===== config.mk =====
export PLATFORM = sky130hd
export DESIGN_NAME = bhpr_window
export DESIGN_NICKNAME = d
export VERILOG_FILES = /design/src/rtl/core/bhpr_pkg.sv /design/src/rtl/core/bhpr_window.sv
export SDC_FILE = /design/constraint.sdc
export NUM_CORES = 1
export LEC_CHECK = 0
export BUFFER_PORTS_ARGS = -buffer_cell sky130_fd_sc_hd__buf_4
export CAP_MARGIN = 20
export CORE_AREA = 2 2 192 194
export CTS_CLUSTER_SIZE = 14
export DETAILED_ROUTE_END_ITERATION = 8
export DIE_AREA = 0 0 194 196
export GPL_ROUTABILITY_DRIVEN = 1
export PLACE_DENSITY_LB_ADDON = 0.25
export SETUP_SLACK_MARGIN = 0.4
export SKIP_CTS_REPAIR_TIMING = 1
export SLEW_MARGIN = 20
export SYNTH_ARGS = -nofsm -noshare
export SYNTH_HDL_FRONTEND = slang
export SYNTH_SLANG_ARGS = --single-unit

===== constraint.sdc =====
create_clock -name clock -period 1.6 [get_ports clock]
set_clock_uncertainty 0.15 [all_clocks]
set_input_delay 0.08 -clock clock [delete_from_list [all_inputs] [get_ports clock]]
set_output_delay 0.08 -clock clock [all_outputs]
set_load 0.02 [all_outputs]

===== src/rtl/core/bhpr_pkg.sv =====
// Shared constants, codes and types of the Bayer hot pixel removal unit.
// Has no dependencies; every other file in rtl/core refers to it by scoped names.
package bhpr_pkg;

   localparam int MAX_WIDTH     = 4096;
   localparam int SAMPLE_BITS   = 16;
   localparam int COL_BITS      = $clog2(MAX_WIDTH);
   localparam int EW_BITS       = $clog2(MAX_WIDTH + 1);
   localparam int LAG_BITS      = EW_BITS + 2;
   localparam int FW_BITS       = 13;
   localparam int ROW_BITS      = 14;
   localparam int OUT_BITS      = 16;
   localparam int CHAN_BITS     = 2;
   localparam int LANES         = 4;
   localparam int LANE_BITS     = 2;
   localparam int WIN           = 5;
   localparam int CSR_ADDR_BITS = 5;
   localparam int CSR_DATA_BITS = 32;
   localparam int REG_IDX_BITS  = CSR_ADDR_BITS - 2;

   localparam logic [FW_BITS-1:0]  FRAME_WIDTH_RESET  = 13'd4096;
   localparam logic [ROW_BITS-1:0] FRAME_HEIGHT_RESET = 14'd3072;

   localparam logic [REG_IDX_BITS-1:0] REG_FRAME_WIDTH     = 3'd0;
   localparam logic [REG_IDX_BITS-1:0] REG_FRAME_HEIGHT    = 3'd1;
   localparam logic [REG_IDX_BITS-1:0] REG_GREEN_COL_PHASE = 3'd2;
   localparam logic [REG_IDX_BITS-1:0] REG_GREEN_ROW_PHASE = 3'd3;
   localparam logic [REG_IDX_BITS-1:0] REG_RED_ROW_PHASE   = 3'd4;

   localparam logic [CHAN_BITS-1:0] CHAN_RED   = 2'd0;
   localparam logic [CHAN_BITS-1:0] CHAN_GREEN = 2'd1;
   localparam logic [CHAN_BITS-1:0] CHAN_BLUE  = 2'd2;

   typedef logic [SAMPLE_BITS-1:0] sample_type;
   typedef logic [WIN-1:0][WIN-1:0][SAMPLE_BITS-1:0] window_type;
   typedef logic [LANES-1:0][SAMPLE_BITS-1:0] lanes_type;

   typedef struct packed {
      logic [EW_BITS-1:0]  width;
      logic [ROW_BITS-1:0] height;
      logic                green_col_phase;
      logic                green_row_phase;
      logic                red_row_phase;
   } cfg_type;

   typedef struct packed {
      logic                 emit;
      logic                 border;
      logic                 frame_end;
      logic [CHAN_BITS-1:0] chan;
   } meta_type;

endpackage


===== src/rtl/core/bhpr_window.sv =====
// 5x5 sample window fed by the line buffers, with the tag of the pixel at its centre.
// Depends on bhpr_pkg for the window and tag types.
module bhpr_window (
   input  logic                              clock,
   input  logic                              reset,
   input  logic                              shift,
   input  logic                              out_free,
   input  bhpr_pkg::lanes_type               rd,
   input  bhpr_pkg::sample_type              s1_sample,
   input  logic [bhpr_pkg::LANE_BITS-1:0]    s1_lane,
   input  bhpr_pkg::meta_type                s1_meta,
   output bhpr_pkg::window_type              win,
   output bhpr_pkg::meta_type                win_meta
);

   localparam int LB = bhpr_pkg::LANE_BITS;
   localparam int W  = bhpr_pkg::WIN;

   bhpr_pkg::window_type  win_ff;
   bhpr_pkg::meta_type    meta_ff;
   logic                  emit_ff, emit_in;
   logic [W-1:0][bhpr_pkg::SAMPLE_BITS-1:0] column;

   always_comb begin
      for (int k = 0; k < W - 1; k++) begin
         column[k] = rd[s1_lane + LB'(k)];
      end
      column[W-1] = s1_sample;
   end

   always_comb begin
      if (shift) begin
         emit_in = s1_meta.emit;
      end else if (out_free) begin
         emit_in = 1'b0;
      end else begin
         emit_in = emit_ff;
      end
   end

   always_ff @(posedge clock) begin
      if (reset) begin
         win_ff  <= '0;
         emit_ff <= 1'b0;
      end else begin
         emit_ff <= emit_in;
         if (shift) begin
            for (int r = 0; r < W; r++) begin
               for (int c = 0; c < W - 1; c++) begin
                  win_ff[r][c] <= win_ff[r][c+1];
               end
               win_ff[r][W-1] <= column[r];
            end
         end
      end
   end

   always_ff @(posedge clock) begin
      if (shift) begin
         meta_ff <= s1_meta;
      end
   end

   assign win = win_ff;

   always_comb begin
      win_meta      = meta_ff;
      win_meta.emit = emit_ff;
   end

endmodule


==> results.yml <==
logic_synthesis:
  synth.area.top_cells: "dfxtp_1, mux2i_1, nor2_1, or3b_2, o221ai_1"
  synth_cells: 1385
  async_flop_share_pct: 0
  yosysMostFrequentCell: "dfxtp_1"
  synth-seq-area-share_pct: 53.57
  synth_flop_cell: "dfxtp_1"
  syn_nets: 1476
  synth_top_cell_by_area: "dfxtp_1"
  postSynthAreaPerCell_sq_um: 10.98
  yosysWarnings: 0
  synth.distinct_cells: 16
  synth_edf_count: 4
  synth_top_cells_by_count: "dfxtp_1, mux2i_1, nor2_1"
  synth_top_area_share_pct: 52.78
  ys_seq_elements: 405
  synthesis.area_sq_um: 15210
pwr:
  ir_drop_mv: 0.8131
  pwr-share-clk_pct: 41.4
  internal_power_w: 0.01762
  p_seq_share_pct: 45.8
  p_leak_nw: 11.57
  p_sw_w: 0.005822
  pwr-share-comb_pct: 12.8
  power-per-cell-area_nw_per_um2: 943.4
  power_w: 0.02345
  switching_share_pct: 24.83
timing:
  drv_slew: 0
  fin_crit_ns: 1.379
  finalSetupTns_ns: 0
  hold_viol: 48
  fin_crit_sh_pct: 86.18
  worst_slew_pin_slew_ns: 0.6530
  finalSetupViolations: 0
  hold_ws_ns: -0.2420
  rsz0062_at_grt: "yes"
  fmax_mhz: 725.2
  slew_headroom_pct: 56.46
global_route:
  track_usage_pct: 22.88
  grt_antenna_before_repair: 3
  grt_pass1_wl_um: 68960
  overflow: 0
  grt_pass1_vias: 11540
  grt_start_max_net_pins: 109
place:
  io_buffers: 495
  gp_congestion: 0.8441
  hpwl_um: 33830
flow_run:
  drv_cap: 0
route:
  wire_per_inst_um: 20.16
  drt_iter0_markers: 544
  wl_um: 51830
  vias: 13100
  firstDrtPassIters: 5
  route.detailed.drc: 0
  ant_nets: 0
  vias_per_cell: 5.096
worst_setup_path:
  setup.worst_path.end_class: "primary output"
  worstPathRequired_ns: 1.37
  start_kind: "flop"
  path_class: "flop to primary output"
  crit_fanout: 3
  crit_arrival_ns: 1.15
die:
  start_util_pct: 42.15
  core_region_area_sq_um: 36080
  die_area_sq_um: 38020
  io_pins: 496
  num_rows: 70
  die_w_um: 194
  die_h_um: 196
cts:
  cts_buffers: 44
  cts_sinks: 405
  htreeDepth: 2
  clock-root-buffer: "clkbuf_16"
  path_clk_slew_ns: 0.06
  clockBufferDepth: 3
  cts_tree: "yes"
  clkLatencyLatePin_ns: 0.54
cells_and_area:
  fillers: 2458
  area_delta_synth_final_pct: 63.39
  fin_util_pct: 68.87
  nets: 2160
  drive_above_1_share_pct: 57.00
worst_hold_path:
  min_path_type: "input port to flop"
status:
  outcome: "finished with violations"
  violations: "hold timing"
[logic make-up after synthesis]
| logic type | synth area share (%) |
|---|---|
| buffers and inverters | 4.179 |
| DFF | 53.57 |
| and+or+nand+nor | 12.17 |
| AOI/OAI and AO/OA | 3.759 |
| muxes | 26.32 |
[path summary, 6_finish.rpt]
kind / start / endpoint / slack, ns / depth (start not counted)
setup / recovery: win[314] / win[314] / 0.22 / 2
hold reg to reg: win[10] / win[10] / 0.34 / 2
setup reg to reg: win[76] / win[76] / 0.40 / 3
hold / removal: reset / win[150] / -0.24 / 3
[sequential cells by signal, indices dropped and copies added (netlist names)]
| name | flops |
|---|---|
| emit_ff | 1 |
| win | 400 |
| win_meta | 4 |
[layout by cell type (no fill, tap or decap), types with 2 or more instances in the layout]
cell type | netlist | layout
buf_12 | 0 | 15
buf_4 | 36 | 225
buf_6 | 8 | 418
buf_8 | 0 | 2
clkbuf_1 | 38 | 8
clkbuf_16 | 0 | 45
clkbuf_8 | 0 | 12
clkinv_2 | 0 | 10
dfxtp_2 | 0 | 330
dfxtp_4 | 0 | 71
diode_2 | 0 | 3
dlygate4sd3_1 | 0 | 89
edfxtp_1 | 4 | 4
mux2i_1 | 400 | 400
nor2_1 | 336 | 336
o221ai_1 | 63 | 63
or3b_2 | 65 | 66
[routing by layer]
metal | share of wire, % | vias up | global-route usage [%] | routed length [um]
li1 | - | 6194 | - | -
met1 | 39 | 6361 | 27.65 | 20140
met2 | 52 | 450 | 39.48 | 26980
met3 | 6.0 | 97 | 5.553 | 3101
met4 | 3.1 | 0 | 8.586 | 1610
met5 | 0 | - | 0 | 0
[metrics by stage]
step / std cells / setup slack [ns] / instance area, sq um
detailed placement: 2289 / 0.1115 / 19470
global route: 2570 / 0.1886 / 24850
finish: 2571 / 0.2211 / 24850
floorplan: 1385 / 0.3809 / 15220
global placement: 2289 / 0.1674 / 19470
CTS: 2366 / 0.09049 / 20860
[power groups by stage]
stage                     Combinational, W  Sequential [W]  Clock [W]
after global routing               0.00316          0.0108     0.0103
after global placement             0.00242          0.0109          0
final                              0.00300          0.0107    0.00971
after CTS                          0.00245          0.0107    0.00989
after detailed placement           0.00245          0.0109          0
after floorplan                    0.00107          0.0112          0
[final cells by class]
class	count	area [sq um]	share of cell area (%)
Tap cell	468	585.6	2.356
Timing Repair Buffer	749	7617	30.65
Clock inverter	12	66.31	0.2668
Sequential cell	405	8827	35.52
Multi-Input combinational cell	869	6426	25.86
Clock buffer	65	1321	5.317
Antenna cell	3	7.507	0.03021
[critical path, cell delays in order (launching register included)]
cell,delay (ns)
dfxtp_4,0.35
buf_6,0.13
buf_6,0.12
(Power assumes the default switching activity.)
