$ cat src/rtl/core/bhpr_pkg.sv
// Shared constants, codes and types of the Bayer hot pixel removal unit.
// Has no dependencies; every other file in rtl/core refers to it by scoped names.
package bhpr_pkg;

   localparam int MAX_WIDTH     = 4096;
   localparam int SAMPLE_BITS   = 16;
   localparam int COL_BITS      = $clog2(MAX_WIDTH);
   localparam int EW_BITS       = $clog2(MAX_WIDTH + 1);
   localparam int LAG_BITS      = EW_BITS + 2;
   localparam int FW_BITS       = 13;
   localparam int ROW_BITS      = 14;
   localparam int OUT_BITS      = 16;
   localparam int CHAN_BITS     = 2;
   localparam int LANES         = 4;
   localparam int LANE_BITS     = 2;
   localparam int WIN           = 5;
   localparam int CSR_ADDR_BITS = 5;
   localparam int CSR_DATA_BITS = 32;
   localparam int REG_IDX_BITS  = CSR_ADDR_BITS - 2;

   localparam logic [FW_BITS-1:0]  FRAME_WIDTH_RESET  = 13'd4096;
   localparam logic [ROW_BITS-1:0] FRAME_HEIGHT_RESET = 14'd3072;

   localparam logic [REG_IDX_BITS-1:0] REG_FRAME_WIDTH     = 3'd0;
   localparam logic [REG_IDX_BITS-1:0] REG_FRAME_HEIGHT    = 3'd1;
   localparam logic [REG_IDX_BITS-1:0] REG_GREEN_COL_PHASE = 3'd2;
   localparam logic [REG_IDX_BITS-1:0] REG_GREEN_ROW_PHASE = 3'd3;
   localparam logic [REG_IDX_BITS-1:0] REG_RED_ROW_PHASE   = 3'd4;

   localparam logic [CHAN_BITS-1:0] CHAN_RED   = 2'd0;
   localparam logic [CHAN_BITS-1:0] CHAN_GREEN = 2'd1;
   localparam logic [CHAN_BITS-1:0] CHAN_BLUE  = 2'd2;

   typedef logic [SAMPLE_BITS-1:0] sample_type;
   typedef logic [WIN-1:0][WIN-1:0][SAMPLE_BITS-1:0] window_type;
   typedef logic [LANES-1:0][SAMPLE_BITS-1:0] lanes_type;

   typedef struct packed {
      logic [EW_BITS-1:0]  width;
      logic [ROW_BITS-1:0] height;
      logic                green_col_phase;
      logic                green_row_phase;
      logic                red_row_phase;
   } cfg_type;

   typedef struct packed {
      logic                 emit;
      logic                 border;
      logic                 frame_end;
      logic [CHAN_BITS-1:0] chan;
   } meta_type;

endpackage

$ cat src/rtl/core/bhpr_seq.sv
// Stream sequencer: input and output position counters, drain control and the
// first pipeline register. Depends on bhpr_pkg.
module bhpr_seq (
   input  logic                              clock,
   input  logic                              reset,
   input  bhpr_pkg::cfg_type                 cfg,
   input  logic                              restart,
   input  logic                              accept,
   input  logic                              kind,
   input  bhpr_pkg::sample_type              raw_sample,
   input  logic                              s1_adv,
   output logic                              lb_we,
   output logic [bhpr_pkg::COL_BITS-1:0]     lb_addr,
   output logic [bhpr_pkg::LANE_BITS-1:0]    lb_lane,
   output bhpr_pkg::sample_type              lb_data,
   output logic                              s1_valid,
   output bhpr_pkg::sample_type              s1_sample,
   output logic [bhpr_pkg::LANE_BITS-1:0]    s1_lane,
   output bhpr_pkg::meta_type                s1_meta
);

   localparam int CB = bhpr_pkg::COL_BITS;
   localparam int CW = bhpr_pkg::EW_BITS + 1;
   localparam int RB = bhpr_pkg::ROW_BITS;
   localparam int RW = bhpr_pkg::ROW_BITS + 1;
   localparam int LW = bhpr_pkg::LAG_BITS;
   localparam int LB = bhpr_pkg::LANE_BITS;

   logic [CB-1:0] col_ff, col_in;
   logic [LB-1:0] slot_ff, slot_in;
   logic [CB-1:0] ocol_ff, ocol_in;
   logic [RB-1:0] orow_ff, orow_in;
   logic [LW-1:0] pend_ff, pend_in;
   logic [LW-1:0] gap_ff, gap_in;
   logic          drain_ff, drain_in;

   logic                  s1_valid_ff;
   bhpr_pkg::sample_type  s1_sample_ff;
   logic [LB-1:0]         s1_lane_ff;
   bhpr_pkg::meta_type    s1_meta_ff;

   logic                  push, emit, clear, lead, colour;
   bhpr_pkg::sample_type  sample;
   bhpr_pkg::meta_type    meta;
   logic [LW-1:0]         lag;
   logic [CW-1:0]         width_x, col_inc, ocol_x;
   logic [RW-1:0]         height_x, orow_x;

   assign lag      = LW'({cfg.width, 1'b0}) + LW'(2);
   assign width_x  = CW'(cfg.width);
   assign height_x = RW'(cfg.height);
   assign col_inc  = CW'(col_ff) + CW'(1);
   assign ocol_x   = CW'(ocol_ff);
   assign orow_x   = RW'(orow_ff);

   always_comb begin
      lead = (orow_ff[0] == cfg.green_row_phase) ? ~cfg.green_col_phase
                                                 : cfg.green_col_phase;
      colour = (ocol_ff[0] == lead);
      if (!colour) begin
         meta.chan = bhpr_pkg::CHAN_GREEN;
      end else if (orow_ff[0] == cfg.red_row_phase) begin
         meta.chan = bhpr_pkg::CHAN_RED;
      end else begin
         meta.chan = bhpr_pkg::CHAN_BLUE;
      end
      meta.border = (orow_x < RW'(2)) || (orow_x + RW'(2) >= height_x) ||
                    (ocol_x < CW'(2)) || (ocol_x + CW'(2) >= width_x);
      meta.frame_end = (orow_x + RW'(1) >= height_x) && (ocol_x + CW'(1) >= width_x);
      meta.emit = emit;
   end

   always_comb begin
      push     = 1'b0;
      emit     = 1'b0;
      clear    = 1'b0;
      sample   = raw_sample;
      col_in   = col_ff;
      slot_in  = slot_ff;
      ocol_in  = ocol_ff;
      orow_in  = orow_ff;
      pend_in  = pend_ff;
      gap_in   = gap_ff;
      drain_in = drain_ff;
      if (accept) begin
         if (!kind) begin
            if (!drain_ff) begin
               push = 1'b1;
               emit = (pend_ff >= lag);
               if (!emit) begin
                  pend_in = pend_ff + LW'(1);
               end
            end
         end else if (pend_ff != '0) begin
            push     = 1'b1;
            sample   = '0;
            drain_in = 1'b1;
            gap_in   = gap_ff + LW'(1);
            emit     = ({1'b0, pend_ff} + {1'b0, gap_ff}) >= {1'b0, lag};
            if (emit) begin
               pend_in = pend_ff - LW'(1);
               clear   = (pend_ff == LW'(1));
            end
         end
      end
      if (push) begin
         if (col_inc >= width_x) begin
            col_in  = '0;
            slot_in = slot_ff + LB'(1);
         end else begin
            col_in = col_inc[CB-1:0];
         end
      end
      if (emit) begin
         if (ocol_x + CW'(1) >= width_x) begin
            ocol_in = '0;
            orow_in = (orow_x + RW'(1) >= height_x) ? '0 : orow_ff + RB'(1);
         end else begin
            ocol_in = ocol_ff + CB'(1);
         end
      end
      if (clear || restart) begin
         col_in   = '0;
         slot_in  = '0;
         ocol_in  = '0;
         orow_in  = '0;
         pend_in  = '0;
         gap_in   = '0;
         drain_in = 1'b0;
      end
   end

   always_ff @(posedge clock) begin
      if (reset) begin
         col_ff   <= '0;
         slot_ff  <= '0;
         ocol_ff  <= '0;
         orow_ff  <= '0;
         pend_ff  <= '0;
         gap_ff   <= '0;
         drain_ff <= 1'b0;
      end else begin
         col_ff   <= col_in;
         slot_ff  <= slot_in;
         ocol_ff  <= ocol_in;
         orow_ff  <= orow_in;
         pend_ff  <= pend_in;
         gap_ff   <= gap_in;
         drain_ff <= drain_in;
      end
   end

   always_ff @(posedge clock) begin
      if (reset) begin
         s1_valid_ff <= 1'b0;
      end else if (accept) begin
         s1_valid_ff <= push;
      end else if (s1_adv) begin
         s1_valid_ff <= 1'b0;
      end
   end

   always_ff @(posedge clock) begin
      if (accept) begin
         s1_sample_ff <= sample;
         s1_lane_ff   <= slot_ff;
         s1_meta_ff   <= meta;
      end
   end

   assign lb_we     = push;
   assign lb_addr   = col_ff;
   assign lb_lane   = slot_ff;
   assign lb_data   = sample;
   assign s1_valid  = s1_valid_ff;
   assign s1_sample = s1_sample_ff;
   assign s1_lane   = s1_lane_ff;
   assign s1_meta   = s1_meta_ff;

endmodule

$ cat config.mk
export PLATFORM = sky130hd
export DESIGN_NAME = bhpr_seq
export DESIGN_NICKNAME = d
export VERILOG_FILES = /design/src/rtl/core/bhpr_pkg.sv /design/src/rtl/core/bhpr_seq.sv
export SDC_FILE = /design/constraint.sdc
export NUM_CORES = 1
export LEC_CHECK = 0
export ABC_AREA = 1
export BUFFER_PORTS_ARGS = -buffer_cell sky130_fd_sc_hd__buf_2
export CAP_MARGIN = 40
export CORE_MARGIN = 1.5
export CORE_UTILIZATION = 55
export CTS_CLUSTER_DIAMETER = 200
export DETAILED_ROUTE_END_ITERATION = 8
export PLACE_DENSITY = 0.76
export SLEW_MARGIN = 20
export SYNTH_ARGS = -nofsm -noshare
export SYNTH_HDL_FRONTEND = slang
export SYNTH_SLANG_ARGS = --single-unit
$ cat constraint.sdc
create_clock -name clock -period 7.8 [get_ports clock]
set_input_delay 1.56 -clock clock [delete_from_list [all_inputs] [get_ports clock]]
set_output_delay 1.56 -clock clock [all_outputs]
set_load 0.01 [all_outputs]
==> impl_metrics.csv <==
group,metric,value,unit
power_and_ir_drop,powerDensity,127.9,nW/um^2
yosys,synthDistinctLibCells,46,
routing,remaining_drc_errors,0,
sta,worst_clock_skew,0.009338,ns
power_and_ir_drop,vdd_ir_drop_max,141.8,uV
sta,timing_max_transition_violations_final,0,
routing,route.antenna.remaining_nets,0,
routing,drt_first_pass_iters,5,
yosys,syn_area,8671,sq um
worst_setup_path,timing.critical_path.mode_cell,"nand2_1",
floorplanning,die-width,128.6,um
worst_setup_path,cp-end-kind,"flip-flop",
floorplanning,i_o_pin_total,107,
worst_setup_path,arrival,5.46,ns
final_layout,final_layout_size_suffix_gt1_share,10.66,%
power_and_ir_drop,share_comb_of_total_power,17.8,%
clocking,cts-hold-fix-buffers,0,
sta,max-slew-margin-rel,46.70,%
global_routing,grt_pass1_wl,35090,um
global_routing,globalRoute.totalOverflow,0,
sta,finalHoldViolCount,0,
placed_design,routabilityCongestion,0.9152,
power_and_ir_drop,net-switching-power,0.0003758,W
final_layout,final_net_count,1519,
yosys,synthesis.instances,1257,
yosys,synth-seq-cells,95,
sta,fin_crit_sh,66.37,%
worst_setup_path,worstPathMaxFanout,43,
routing,dr_total_vias,8179,
outcome,outcome,"complete, no violations",
clocking,cts.root.buffer_cell,"clkbuf_16",
power_and_ir_drop,power.switching_fraction,30.49,%
final_layout,final_common_cell,"nand2_1",
worst_setup_path,crit_path_top_delay_cell,"o21ai_0",
power_and_ir_drop,clock_power_share,39.3,%
floorplanning,initial_core_util,56.62,%
global_routing,grt_pass1_vias,7524,
clocking,cts-root-to-sink-buffers,2,
yosys,synth-edff-count,23,
yosys,post-synth-top-area-fraction,17.32,%
floorplanning,std_cell_rows,45,
worst_setup_path,worst_path_largest_cell_delay,0.52,ns
final_layout,final_core_util,62.94,%
power_and_ir_drop,seq_power_share,43.0,%
sta,layout_min_cycle_time,5.177,ns
final_layout,layout-area-overhead-vs-synth,11.17,%
final_layout,nFillCells,1440,
clocking,postCtsResizedCells,0,
placed_design,hpwl,16860,um
yosys,synth.area.top_cells,"ha_1, dfxtp_1, nand2_1, nor2_1, edfxtp_1",
hold_path,hold_path_class,"reg -> reg",
job,cap_viol_max_count,0,
worst_setup_path,path_buf_inv,2,
clocking,clk_latency,0.36,ns
routing,totalWireLength,21330,um
yosys,syn-mean-instance-area,6.898,sq um
yosys,seq_area_frac_synth,24.59,%
placed_design,io_buffers,106,
worst_setup_path,critical_path.cell_chain,"ha_1 > inv_1 > fa_1 > o21ai_0 > nand2_1 > nand2_1 > a21oi_1 > o21ai_0 > nand2_1 > nand2_1 > nand2_1 > nand2_1 > xor2_1 > ha_1 > nand2_1 > nor2_1 > a211oi_1 > nor2_1 > nor2_2 > nand2_1 > a21oi_4 > inv_2 > a21oi_1",
floorplanning,core_area,15310,sq um
yosys,synth_warnings,0,
sta,max_slew.worst_pin.slew,0.7984,ns
clocking,cts_sinks,95,
sta,setup_repair_after_global_routing_missed_its_margin,"false",
clocking,tritoncts_buffer_count,9,
worst_setup_path,worst_ep_required_time,8.08,ns
sta,setup_tns,0,ns
worst_setup_path,cpLargestDelayFamily,"compound AO/OA/AOI/OAI gates",
global_routing,antenna_found_initial,0,
yosys,syn_nets,1430,
yosys,asyncSetResetFlopFracSynth,0,%
worst_setup_path,rrSetupSlack,2.62,ns
sta,setup-violations-final,0,
floorplanning,dieArea,16530,sq um
power_and_ir_drop,totalPowerFinal,0.001232,W
global_routing,gr-usage-all-layers,26.65,%
floorplanning,floorplan.die.height,128.6,um
final_layout,antenna-diode-count,0,
clocking,cts.reportedPaths.clkPinSlew,0.08,ns
power_and_ir_drop,intPower,0.0008566,W
clocking,clock_tree.htree_level_count,3,
routing,route.detailed.wl_per_inst,13.65,um
worst_setup_path,crit_start_category,"flip-flop",
yosys,yosysTopAreaCell,"ha_1",
routing,detail_route.vias_per_cell,5.236,
clocking,tritoncts,"built",
clocking,cts_post_setup_buffers_inserted,0,
yosys,synth_top_flop_cell,"dfxtp_1",
global_routing,grt_max_degree,44,
worst_setup_path,critical_path_class,"reg -> reg",
routing,drt_iter0_markers,628,
sta,fmax,193.2,MHz
power_and_ir_drop,leak_pwr,5.169,nW
final_layout,most-common-layout-cells,"nand2_1, nor2_1, inv_1",
## area by class of cell
cell class | instances | area, sq um | share of cell area [%]
clock inverters | 7 | 97.59 | 1.012
inverters | 174 | 653.1 | 6.776
clock buffers | 9 | 225.2 | 2.336
well taps | 211 | 264.0 | 2.739
repair buffers | 108 | 553.0 | 5.737
multi-input cells | 958 | 5714 | 59.28
flip-flops and latches | 95 | 2132 | 22.12
## Yosys cell counts (all sizes together) (21+ instances only)
| master | n |
|---|---|
| buf | 25 |
| xor2 | 75 |
| nand2 | 265 |
| inv | 174 |
| a21oi | 78 |
| nor2 | 191 |
| xnor2 | 21 |
| edfxtp | 23 |
| dfxtp | 72 |
| nor3 | 23 |
| nand4 | 27 |
| nand3 | 52 |
| o21ai | 51 |
| ha | 120 |
## power by group through the flow
stage          Sequential (W)  Clock (W)  Combinational, W
6_report             0.000529   0.000484          0.000219
5_1_grt              0.000531   0.000513          0.000248
4_1_cts              0.000529   0.000490          0.000217
3_5_place_dp         0.000540          0          0.000215
3_3_place_gp         0.000540          0          0.000210
2_1_floorplan        0.000541          0          0.000146
## registers in the layout, indices dropped and copies added (netlist names)
| name | count |
|---|---|
| ocol_ff | 12 |
| drain_ff | 1 |
| s1_sample | 16 |
| s1_meta | 5 |
| pend_ff | 15 |
| s1_lane | 2 |
| orow_ff | 14 |
| gap_ff | 15 |
| lb_addr | 12 |
| s1_valid | 1 |
| lb_lane | 2 |
## logic make-up (layout without fill, tap and decap cells)
| kind of cell | count (synthesis) | after routing | share of synthesized area [%] |
|---|---|---|---|
| buffers and inverters | 204 | 298 | 9.509 |
| DFF | 95 | 95 | 24.59 |
| xor gates and xnor gates | 96 | 96 | 9.697 |
| and+or+nand+nor | 582 | 582 | 28.34 |
| adders and majority gates | 121 | 121 | 17.55 |
| AOI/OAI and AO/OA | 159 | 159 | 10.32 |
## final timing paths
kind / startpoint / to / depth (start not counted)
worst max register to register: pend_ff[0] / pend_ff[12] / 23
worst min register to register: lb_lane[1] / s1_lane[1] / 0
worst max-delay path: pend_ff[0] / pend_ff[12] / 23
worst min-delay path: lb_lane[1] / s1_lane[1] / 0
## metal layers
layer | vias to the layer above | track usage [%] | wire length (um)
met5 | - | 0 | 0
met4 | 0 | 7.931 | 453
met3 | 40 | 5.281 | 1112
met2 | 229 | 43.17 | 9683
met1 | 3649 | 36.11 | 10080
li1 | 4261 | - | -
## through the flow
step	setup WS, ns	cells	area, sq um	hold WS [ns]
6_report	2.623	1562	9639	0.4871
5_1_grt	2.243	1562	9639	0.4969
4_1_cts	2.591	1561	9632	0.4869
3_5_place_dp	2.216	1545	9309	0.4670
3_3_place_gp	2.330	1544	9294	0.4638
2_1_floorplan	3.675	1257	8671	0.4666
(Power assumes the default switching activity.)
