===== config.mk =====
export PLATFORM = sky130hd
export DESIGN_NAME = bhpr_filter
export DESIGN_NICKNAME = d
export VERILOG_FILES = /design/src/rtl/core/bhpr_pkg.sv /design/src/rtl/core/bhpr_filter.sv
export SDC_FILE = /design/constraint.sdc
export NUM_CORES = 1
export LEC_CHECK = 0
export ABC_CLOCK_PERIOD_IN_PS = 12100
export BUFFER_PORTS_ARGS = -buffer_cell sky130_fd_sc_hd__buf_4
export CAP_MARGIN = 20
export CORE_AREA = 2 2 164 166
export DETAILED_ROUTE_END_ITERATION = 7
export DIE_AREA = 0 0 166 168
export GPL_TIMING_DRIVEN = 0
export SLEW_MARGIN = 25
export SYNTH_ARGS = -nofsm -noshare
export SYNTH_HDL_FRONTEND = slang
export SYNTH_SLANG_ARGS = --single-unit

===== constraint.sdc =====
create_clock -name vclk -period 12.1
set_input_delay 1.815 -clock vclk [all_inputs]
set_output_delay 1.815 -clock vclk [all_outputs]
set_load 0.02 [all_outputs]

===== src/rtl/core/bhpr_pkg.sv =====
// Shared constants, codes and types of the Bayer hot pixel removal unit.
// Has no dependencies; every other file in rtl/core refers to it by scoped names.
package bhpr_pkg;

   localparam int MAX_WIDTH     = 4096;
   localparam int SAMPLE_BITS   = 16;
   localparam int COL_BITS      = $clog2(MAX_WIDTH);
   localparam int EW_BITS       = $clog2(MAX_WIDTH + 1);
   localparam int LAG_BITS      = EW_BITS + 2;
   localparam int FW_BITS       = 13;
   localparam int ROW_BITS      = 14;
   localparam int OUT_BITS      = 16;
   localparam int CHAN_BITS     = 2;
   localparam int LANES         = 4;
   localparam int LANE_BITS     = 2;
   localparam int WIN           = 5;
   localparam int CSR_ADDR_BITS = 5;
   localparam int CSR_DATA_BITS = 32;
   localparam int REG_IDX_BITS  = CSR_ADDR_BITS - 2;

   localparam logic [FW_BITS-1:0]  FRAME_WIDTH_RESET  = 13'd4096;
   localparam logic [ROW_BITS-1:0] FRAME_HEIGHT_RESET = 14'd3072;

   localparam logic [REG_IDX_BITS-1:0] REG_FRAME_WIDTH     = 3'd0;
   localparam logic [REG_IDX_BITS-1:0] REG_FRAME_HEIGHT    = 3'd1;
   localparam logic [REG_IDX_BITS-1:0] REG_GREEN_COL_PHASE = 3'd2;
   localparam logic [REG_IDX_BITS-1:0] REG_GREEN_ROW_PHASE = 3'd3;
   localparam logic [REG_IDX_BITS-1:0] REG_RED_ROW_PHASE   = 3'd4;

   localparam logic [CHAN_BITS-1:0] CHAN_RED   = 2'd0;
   localparam logic [CHAN_BITS-1:0] CHAN_GREEN = 2'd1;
   localparam logic [CHAN_BITS-1:0] CHAN_BLUE  = 2'd2;

   typedef logic [SAMPLE_BITS-1:0] sample_type;
   typedef logic [WIN-1:0][WIN-1:0][SAMPLE_BITS-1:0] window_type;
   typedef logic [LANES-1:0][SAMPLE_BITS-1:0] lanes_type;

   typedef struct packed {
      logic [EW_BITS-1:0]  width;
      logic [ROW_BITS-1:0] height;
      logic                green_col_phase;
      logic                green_row_phase;
      logic                red_row_phase;
   } cfg_type;

   typedef struct packed {
      logic                 emit;
      logic                 border;
      logic                 frame_end;
      logic [CHAN_BITS-1:0] chan;
   } meta_type;

endpackage


===== src/rtl/core/bhpr_filter.sv =====
// Hot pixel test and replacement on the window centre for all three colours.
// Depends on bhpr_pkg for the window and tag types.
module bhpr_filter (
   input  bhpr_pkg::window_type                 win,
   input  bhpr_pkg::meta_type                   win_meta,
   output logic [bhpr_pkg::OUT_BITS-1:0]        corrected
);

   localparam int SB = bhpr_pkg::SAMPLE_BITS;

   function automatic logic lt4(input logic [SB-1:0] v, input logic [SB-1:0] n);
      lt4 = {2'b00, v} < {n, 2'b00};
   endfunction

   function automatic logic lt2(input logic [SB-1:0] v, input logic [SB-1:0] n);
      lt2 = {1'b0, v} < {n, 1'b0};
   endfunction

   logic [SB-1:0] v, result;
   logic          orth4, diag4, diag2, far2, keep;
   logic [SB+1:0] sum_diag, sum_far, sum;

   always_comb begin
      v = win[2][2];
      orth4 = lt4(v, win[1][2]) || lt4(v, win[2][1]) ||
              lt4(v, win[2][3]) || lt4(v, win[3][2]);
      diag4 = lt4(v, win[1][1]) || lt4(v, win[1][3]) ||
              lt4(v, win[3][1]) || lt4(v, win[3][3]);
      diag2 = lt2(v, win[1][1]) || lt2(v, win[1][3]) ||
              lt2(v, win[3][1]) || lt2(v, win[3][3]);
      far2  = lt2(v, win[0][2]) || lt2(v, win[4][2]) ||
              lt2(v, win[2][0]) || lt2(v, win[2][4]);
      sum_diag = (SB+2)'(win[1][1]) + (SB+2)'(win[1][3]) +
                 (SB+2)'(win[3][1]) + (SB+2)'(win[3][3]);
      sum_far  = (SB+2)'(win[0][2]) + (SB+2)'(win[4][2]) +
                 (SB+2)'(win[2][0]) + (SB+2)'(win[2][4]);
      if (win_meta.chan == bhpr_pkg::CHAN_GREEN) begin
         keep = orth4 || diag2;
         sum  = sum_diag;
      end else begin
         keep = orth4 || diag4 || far2;
         sum  = sum_far;
      end
      result = (win_meta.border || keep) ? v : sum[SB+1:2];
      corrected = bhpr_pkg::OUT_BITS'(result);
   end

endmodule


==> metrics.yaml, run 1 <==
status: "finished clean"
period_minus_slack_ps: 7740
cp_data_required_time_ps: 10280
clock_buffers: 0
tns_ps: 0
path_class: "in -> out"
synth-simple-area-share: 0.125
synth_mux_area_frac: 0.0284
ys_seq_area_frac: 0
critPathArrivalTime_ps: 5930
slew_viol_final: 0
max_slew.worst_pin.slew_ps: 788
die_width_um: 166
dpl_cell_area_um2: 10700
synth_xor_xnor_area_share: 0.0185
start_kind: "input pin"
synth_top_family_by_area: "adder cells"
first_iter_violations: 266
drtPass1Iterations: 5
first_global_vias: 8314
syn_area_um2: 8540
min_path_type: "in -> out"
start_util: 0.324
fmax_mhz: 129
rsz0062_at_grt: "false"
grt.overflow.total: 0
nFlopsAndLatches: 0
cts_resized: 0
crit_slowest_cell: "o31ai_1"
regArea_um2: 0
end_kind: "primary output"
dp_hpwl_um: 23500
crit_path_max_incr_delay_ps: 690
multiInputGateArea_um2: 7530
core-area_um2: 26400
drive_above_1_share: 0.193
die_area_um2: 27900
max_slew_margin: 0.470
synth_compound_area_frac: 0.199
wl_um: 26100
avgSynthCellArea_um2: 7.96
wl_per_cell_um: 15.9
post_cts_buffers: 0
grt_antenna_before_repair: 0
nFillCells: 2746
rows: 60
synth_fp_nets: 1787
drc_errors: 0
netlist_instances: 1072
portBuffers: 226
fin_crit_sh: 0.640
power_leakage_nw: 5.96
ioPinCount: 421
antennaDiodeCount: 0
setup_viol_count_final: 0
maxCapViolations: 0
final_nets: 2015
areaGrowthSynthToFinish_pct: 24.9
synthAdderAreaFrac: 0.511
grt_pass1_wl_um: 42000
vias: 8132
critical_path_buf_inv_count: 4
grt_usage: 0.183
crit_fanout: 5
fin_util: 0.405
cts_hold_buffers: 0
viasPerCell: 4.96
die_height_um: 168
crit_family: "compound AO/OA/AOI/OAI gates"
hold_viol: 0
power_density_nw_per_um2: 60.0
grt_max_degree: 18
fin_area_um2: 10700
crit_chain: "buf_4 -> inv_1 -> fa_1 -> fa_1 -> inv_1 -> ha_1 -> and4b_1 -> o21ai_0 -> o21ai_0 -> o31ai_1 -> o211ai_1 -> o211ai_1 -> xnor2_1 -> a211o_1 -> mux2_4 -> buf_4"
irDropWorstVdd_mv: 0.0235
place.gp.congestion: 0.844
ant_nets: 0
synth.distinct_cells: 60
ys_warn_count: 0
-- layout make-up --
class                      count  area share
multi-input combinational    812       0.707
timing repair buffer         226       0.159
tap                          341      0.0400
buffer                         7     0.00516
inverter                     253      0.0891
-- layout by cell type, fill, tap and decap left out, types with 6 or more instances in the layout --
cell type	Yosys	routed
o211ai_1	10	10
o2111ai_1	8	8
a2111oi_0	10	10
o21ai_0	61	61
fa_1	64	64
or3_1	8	8
a21oi_1	78	78
mux2_2	6	6
nor3_1	18	18
nor4_1	10	10
mux2_4	9	9
o21a_1	6	6
nand2_1	34	34
inv_1	253	253
nor2_1	41	41
a211oi_1	9	9
nand2b_1	20	20
ha_1	246	246
nand3_1	16	16
buf_4	1	227
xnor2_1	13	13
nand4_1	14	14
a21o_1	35	35
nor2b_1	9	9
-- tightest hold or removal path: stages --
cell	delay, ps
buf_4	70
mux2_2	130
buf_4	130
-- metrics by stage --
| stage | total power [mW] | cells | setup slack, ps | hold slack, ps |
|---|---|---|---|---|
| after floorplan | 0.451 | 1072 | 5170 | 3790 |
| after global placement | 0.630 | 1639 | 4350 | 3960 |
| after detailed placement | 0.640 | 1639 | 4340 | 3960 |
| after CTS | 0.645 | 1639 | 4310 | 3960 |
| after global routing | 0.732 | 1639 | 4070 | 3970 |
| final | 0.640 | 1639 | 4360 | 3960 |
-- routing by layer --
| metal | GRT usage | share of wire | up-vias |
|---|---|---|---|
| li1 | - | - | 4214 |
| met1 | 0.239 | 0.45 | 3711 |
| met2 | 0.336 | 0.48 | 197 |
| met3 | 0.0256 | 0.054 | 10 |
| met4 | 0.0125 | 0.0076 | 0 |
| met5 | 0 | 0 | - |
-- synthesized netlist by cell type, drive strengths merged (5+ instances only) --
cell       n  area (um2)
nor2b      9        56.3
mux2      15         203
or3        8        50.1
o21ai     64         320
o2111ai    8        70.1
inv      253         950
nand2b    20         125
a21oi     78         390
nand2     34         128
nand4     14        87.6
a21o      35         263
o211ai    10        75.1
fa        64        1280
nand3     16        80.1
ha       246        3080
o21a       6        45.0
a211oi     9        67.6
xnor2     13         114
a2111oi   11        97.6
nor3b      5        37.5
nor3      18        90.1
xor2       5        43.8
nor2      41         154
a31oi      5        31.3
nor4      10        62.6
nand3b     5        37.5
-- power breakdown --
part           switching, mW  internal [mW]
Clock                      0              0
Sequential                 0              0
Combinational          0.340          0.300
Total                  0.340          0.300
-- path summary, 6_finish.rpt --
path  startpoint             to  depth (start not counted)
max     win[162]  corrected[14]                         16
min     win[192]   corrected[0]                          3
-- kinds of logic (layout without fill, tap and decap cells) --
group / Yosys count / after routing
xor gates and xnor gates: 18 / 18
AOI/OAI and AO/OA: 265 / 265
adders and majority gates: 310 / 310
buffers and inverters: 260 / 486
muxes: 19 / 19
and+or+nand+nor: 200 / 200
Note: power is estimated with default switching activity, not from simulation.
==> run 2, diff against run 1 <==
- ABC_AREA: default -> 1
- ABC_CLOCK_PERIOD_IN_PS: 12100 -> 7450
- CORE_AREA: 2 2 164 166 -> 2 2 165 167
- DIE_AREA: 0 0 166 168 -> 0 0 167 169
- clock period: 12.1 -> 7.45 ns (I/O delays scaled with it)
==> metrics.yaml, run 2 <==
status: "finished clean"
dp_hpwl_um: 24600  # +4.8%
rsz0062_at_grt: "false"
regArea_um2: 0  # unchanged
drtPass1Iterations: 5  # unchanged
cp_data_required_time_ps: 6330  # -3950 ps
cts_hold_buffers: 0  # unchanged
power_leakage_nw: 6.86  # +15%
die_width_um: 167  # +0.60%
wl_met1_um: 13200  # +11%
synth_area_leader_cell: "ha_1"
ys_seq_area_frac: 0  # unchanged
portBuffers: 227  # +0.44%
ant_nets: 0  # unchanged
final_nets: 2331  # +16%
end_kind: "primary output"
final_common_cell: "nand2_1"
dr_wl_met3_um: 916  # -35%
grt.overflow.total: 0  # unchanged
post_cts_buffers: 0  # unchanged
synth_top_area_frac: 0.337  # -0.0236
synth.distinct_cells: 40  # -33%
tns_ps: 0  # unchanged
worst_slack_ps: 1930  # -2430 ps
netlist_instances: 1387  # +29%
max_slew.worst_pin.slew_ps: 536  # -252 ps
viasPerCell: 4.75  # -4.2%
power_density_nw_per_um2: 97.5  # +62%
synth_fp_nets: 2102  # +18%
grt_max_degree: 18  # unchanged
period_minus_slack_ps: 5520
start_util: 0.345  # +0.0207
ioPinCount: 421  # unchanged
synth.most_common_cell: "nand2_1"
synth_common_cells: "nand2_1, inv_1, ha_1"
crit_fanout: 4  # -1
areaGrowthSynthToFinish_pct: 23.4
fin_util: 0.425  # +0.0206
crit_path_max_incr_delay_ps: 550  # -140 ps
critPathArrivalTime_ps: 4410  # -1520 ps
core-area_um2: 26500  # +0.57%
irDropWorstVdd_mv: 0.0459  # +95%
vias: 9298  # +14%
crit_slowest_cell: "fa_1"
place.gp.congestion: 0.901  # +6.7%
cts_resized: 0  # unchanged
avgSynthCellArea_um2: 6.59  # -17%
die_height_um: 169  # +0.60%
hold_viol: 0  # unchanged
crit_top_cell: "nand3_1"
grt_usage: 0.193  # +0.00917
grt_antenna_before_repair: 2  # +2
layout_common_cells: "nand2_1, inv_1, ha_1, buf_4, a21oi_1"
ys_warn_count: 0  # unchanged
wl_per_cell_um: 14.1  # -11%
fin_crit_sh: 0.741
drive_above_1_share: 0.164  # -0.0290
wl_um: 27600  # +5.9%
max_slew_margin: 0.643  # +0.173
post-place-ws_ps: 1950  # -2380 ps
die_area_um2: 28200  # +1.2%
setup_viol_count_final: 0  # unchanged
crit_chain: "buf_4 -> inv_1 -> fa_1 -> inv_1 -> fa_1 -> nand3b_1 -> fa_1 -> inv_1 -> nand3_1 -> nand3_1 -> a21boi_1 -> inv_1 -> nand3_1 -> nand3_1 -> nand2_1 -> o21ai_0 -> nand3_1 -> nand2_1 -> buf_4"
fmax_mhz: 181
power_mw: 1.10  # +72%
start_kind: "input pin"
first_global_vias: 8877  # +6.8%
synth_area_leaders: "ha_1, fa_1, nand2_1, inv_1, a21oi_1"
nFlopsAndLatches: 0  # unchanged
slew_viol_final: 0  # unchanged
drc_errors: 0  # unchanged
maxCapViolations: 0  # unchanged
wl_met2_um: 12900  # +2.1%
path_class: "in -> out"
rows: 60  # unchanged
maxUsedRoutingLayer: "met5"
grt_pass1_wl_um: 44300  # +5.4%
first_iter_violations: 428  # +61%
syn_area_um2: 9130  # +7.0%
min_path_type: "in -> out"
clock_buffers: 0  # unchanged
-- run 2: cell types whose count changed in the layout (fill, tap and decap cells not counted), sizes merged, moves of 15 or more --
cell	delta
nand2b	-20
mux2	-15
nand3	+36
nand2	+297
nor2	+27
inv	+74
a21oi	+57
a21o	-23
-- run 2: routing by layer --
metal / global-route usage / vias to the layer above
li1: - / 4926
met3: 0.00888 / 32
met2: 0.334 / 191
met4: 0.0405 / 2
met5: 0 / -
met1: 0.266 / 4147
-- run 2: worst paths after layout --
| check | startpoint | end | depth (start not counted) |
|---|---|---|---|
| worst min-delay path | win[192] | corrected[0] | 4 |
| worst max-delay path | win[97] | corrected[13] | 19 |
-- run 2: cells by family (layout without fill, tap and decap cells) --
logic type	count (synthesis)	count (layout)	synth area share
muxes	1	1	0.00110
adders and majority gates	310	310	0.477
buffers and inverters	334	561	0.141
xor gates and xnor gates	6	6	0.00575
AOI/OAI and AO/OA	247	247	0.149
and+or+nand+nor	489	489	0.226
other	0	1	0
-- run 2: through the flow --
step | hold WS [ps] | cells | instance area [um2]
after floorplan | 2400 | 1387 | 9130
after global placement | 2530 | 1955 | 11300
after detailed placement | 2530 | 1955 | 11300
after CTS | 2530 | 1955 | 11300
after global routing | 2550 | 1956 | 11300
final | 2530 | 1956 | 11300
-- run 2: worst max-delay path, delay by kind of cell --
family	cells	cell delay (ps)
compound gates	2	350
buf+inv	6	590
simple gates	8	880
fa+ha+maj	3	1470
-- run 2: layout make-up --
type | instances | area, um2
well taps | 341 | 427
repair buffers | 227 | 1700
inverters | 329 | 1240
plain buffers | 5 | 41.3
diodes | 1 | 2.50
multi-input cells | 1053 | 7850
fillers | 2863 | 15200
-- run 2: power breakdown --
part / internal (mW) / leakage [nW] / total (mW) / switching, mW
registers: 0 / 0 / 0 / 0
logic: 0.450 / 6.86 / 1.10 / 0.648
clock network: 0.0000000179 / 0.00000634 / 0.0000000180 / 0
==> run 3, diff against run 2 <==
- ABC_AREA: 1 -> 0
- ABC_CLOCK_PERIOD_IN_PS: 7450 -> 4500
- CORE_AREA: 2 2 165 167 -> 2 2 163 165
- DIE_AREA: 0 0 167 169 -> 0 0 165 167
- clock period: 7.45 -> 4.5 ns (I/O delays scaled with it)
==> metrics.yaml, run 3 (synthesis gave the netlist of run 1 again) <==
maxCapViolations: 0  # unchanged
dp_hpwl_um: 22900  # -6.8%
vias: 8255  # -11%
critPathArrivalTime_ps: 4090  # -320 ps
irDropWorstVdd_mv: 0.0963  # +110%
power_density_nw_per_um2: 189  # +94%
die_height_um: 167  # -1.2%
crit_slowest_cell: "fa_1"
areaGrowthSynthToFinish_pct: 34.0
start_util: 0.331  # -0.0133
violations: "setup timing"
path_class: "in -> out"
fmax_mhz: 210
grt.overflow.total: 0  # unchanged
ioPinCount: 421  # unchanged
slew_viol_final: 0  # unchanged
crit_top_cell: "fa_1"
tns_ps: -1090  # -1090 ps
cts_hold_buffers: 0  # unchanged
grt_pass1_wl_um: 42100  # -4.9%
rsz0062_at_grt: "true"
post-place-ws_ps: -733  # -2690 ps
wl_um: 26200  # -5.1%
place.gp.congestion: 0.799  # -11%
grt_max_degree: 18  # unchanged
power_leakage_nw: 6.17  # -10%
nFlopsAndLatches: 0  # unchanged
fin_area_um2: 11400  # +1.5%
die_width_um: 165  # -1.2%
drtPass1Iterations: 4  # -1
crit_fanout: 2  # -2
status: "finished, violations left"
crit_chain: "buf_8 -> inv_6 -> fa_1 -> fa_1 -> inv_1 -> ha_1 -> nand4b_1 -> a2111oi_4 -> nand3_1 -> a31oi_2 -> nand2_1 -> a21boi_2 -> mux2i_1 -> a211o_1 -> mux2_4 -> buf_6"
period_minus_slack_ps: 4770
antennaDiodeCount: 0  # -1
wl_per_cell_um: 15.8  # +12%
die_area_um2: 27600  # -2.4%
first_iter_violations: 263  # -39%
layout_common_cells: "buf_4, ha_1, inv_1, a21oi_1, fa_1"
start_kind: "input pin"
ant_nets: 0  # unchanged
fin_crit_sh: 1.06
drive_above_1_share: 0.276  # +0.113
min_path_type: "in -> out"
max_slew_margin: 0.659  # +0.0163
hold_viol: 0  # unchanged
first_global_vias: 8616  # -2.9%
worst_slack_ps: -269  # -2200 ps
end_kind: "primary output"
rows: 59  # -1.7%
crit_path_max_incr_delay_ps: 510  # -40 ps
clock_buffers: 0  # unchanged
setup_viol_count_final: 8  # +8
final_nets: 2045  # -12%
grt_antenna_before_repair: 0  # -2
dpl_cell_area_um2: 10700  # -5.3%
viasPerCell: 4.96  # +4.4%
portBuffers: 226  # -0.44%
cp_data_required_time_ps: 3830  # -2500 ps
grt_usage: 0.189  # -0.00391
drc_errors: 0  # unchanged
regArea_um2: 0  # unchanged
max_slew.worst_pin.slew_ps: 507  # -29.1 ps
core-area_um2: 25800  # -2.8%
run 3: cell types whose count changed in the layout (fill, tap and decap cells not counted), moves of 13 or more:
cell      previous run  this run
buf_6                3        22
nand2_1            322        33
nor2_1              64        41
inv_1              311       222
ha_1               246       233
nand2b_1             0        19
a21oi_1            133        74
nand3_1             51        13
a21o_1              12        35
run 3: worst paths after layout:
kind | start | endpoint | slack (ps) | depth (start not counted)
hold / removal | win[192] | corrected[0] | 1680 | 3
setup / recovery | win[98] | corrected[14] | -270 | 16
run 3: critical path, delay by kind of cell:
family | cells | cell delay, ps
multiplexers | 2 | 350
buffers and inverters | 4 | 290
adder cells (fa/ha/maj) | 3 | 1280
AO/OA/AOI/OAI | 4 | 1010
AND/OR/NAND/NOR | 3 | 470
run 3: per-stage QoR:
step | hold WS (ps) | instances | power (mW) | utilization
after floorplan | 1510 | 1072 | 1.22 | -
after global placement | 1680 | 1633 | 1.70 | 0.414
after detailed placement | 1680 | 1633 | 1.73 | 0.414
after CTS | 1680 | 1658 | 2.01 | 0.435
after global routing | 1690 | 1663 | 2.43 | 0.444
final | 1680 | 1663 | 2.17 | 0.444
run 3: area by class of cell:
type	count	area, um2
inverter	253	975
fill	2621	14300
buffer	7	55.1
timing repair buffer	256	2030
multi-input combinational	812	7960
tap	335	419
run 3: power breakdown:
part	leakage (nW)	total, mW	internal, mW	switching [mW]
combinational	6.17	2.17	1.08	1.09
sequential	0	0	0	0
clock	0	0	0	0
total	6.17	2.17	1.08	1.09
run 3: what timing repair did:
action,CTS,global route
setup endpoints to repair,16,16
setup buffers,27,7
pin swaps,53,26
resized for setup,112,36
run 3: routing by layer:
metal  routed length [um]  global-route usage  vias up
met5                    0                   0        -
met4                  162              0.0113        0
met3                 1540              0.0229       12
met2                13000               0.346      198
met1                11500               0.245     3774
li1                     -                   -     4271
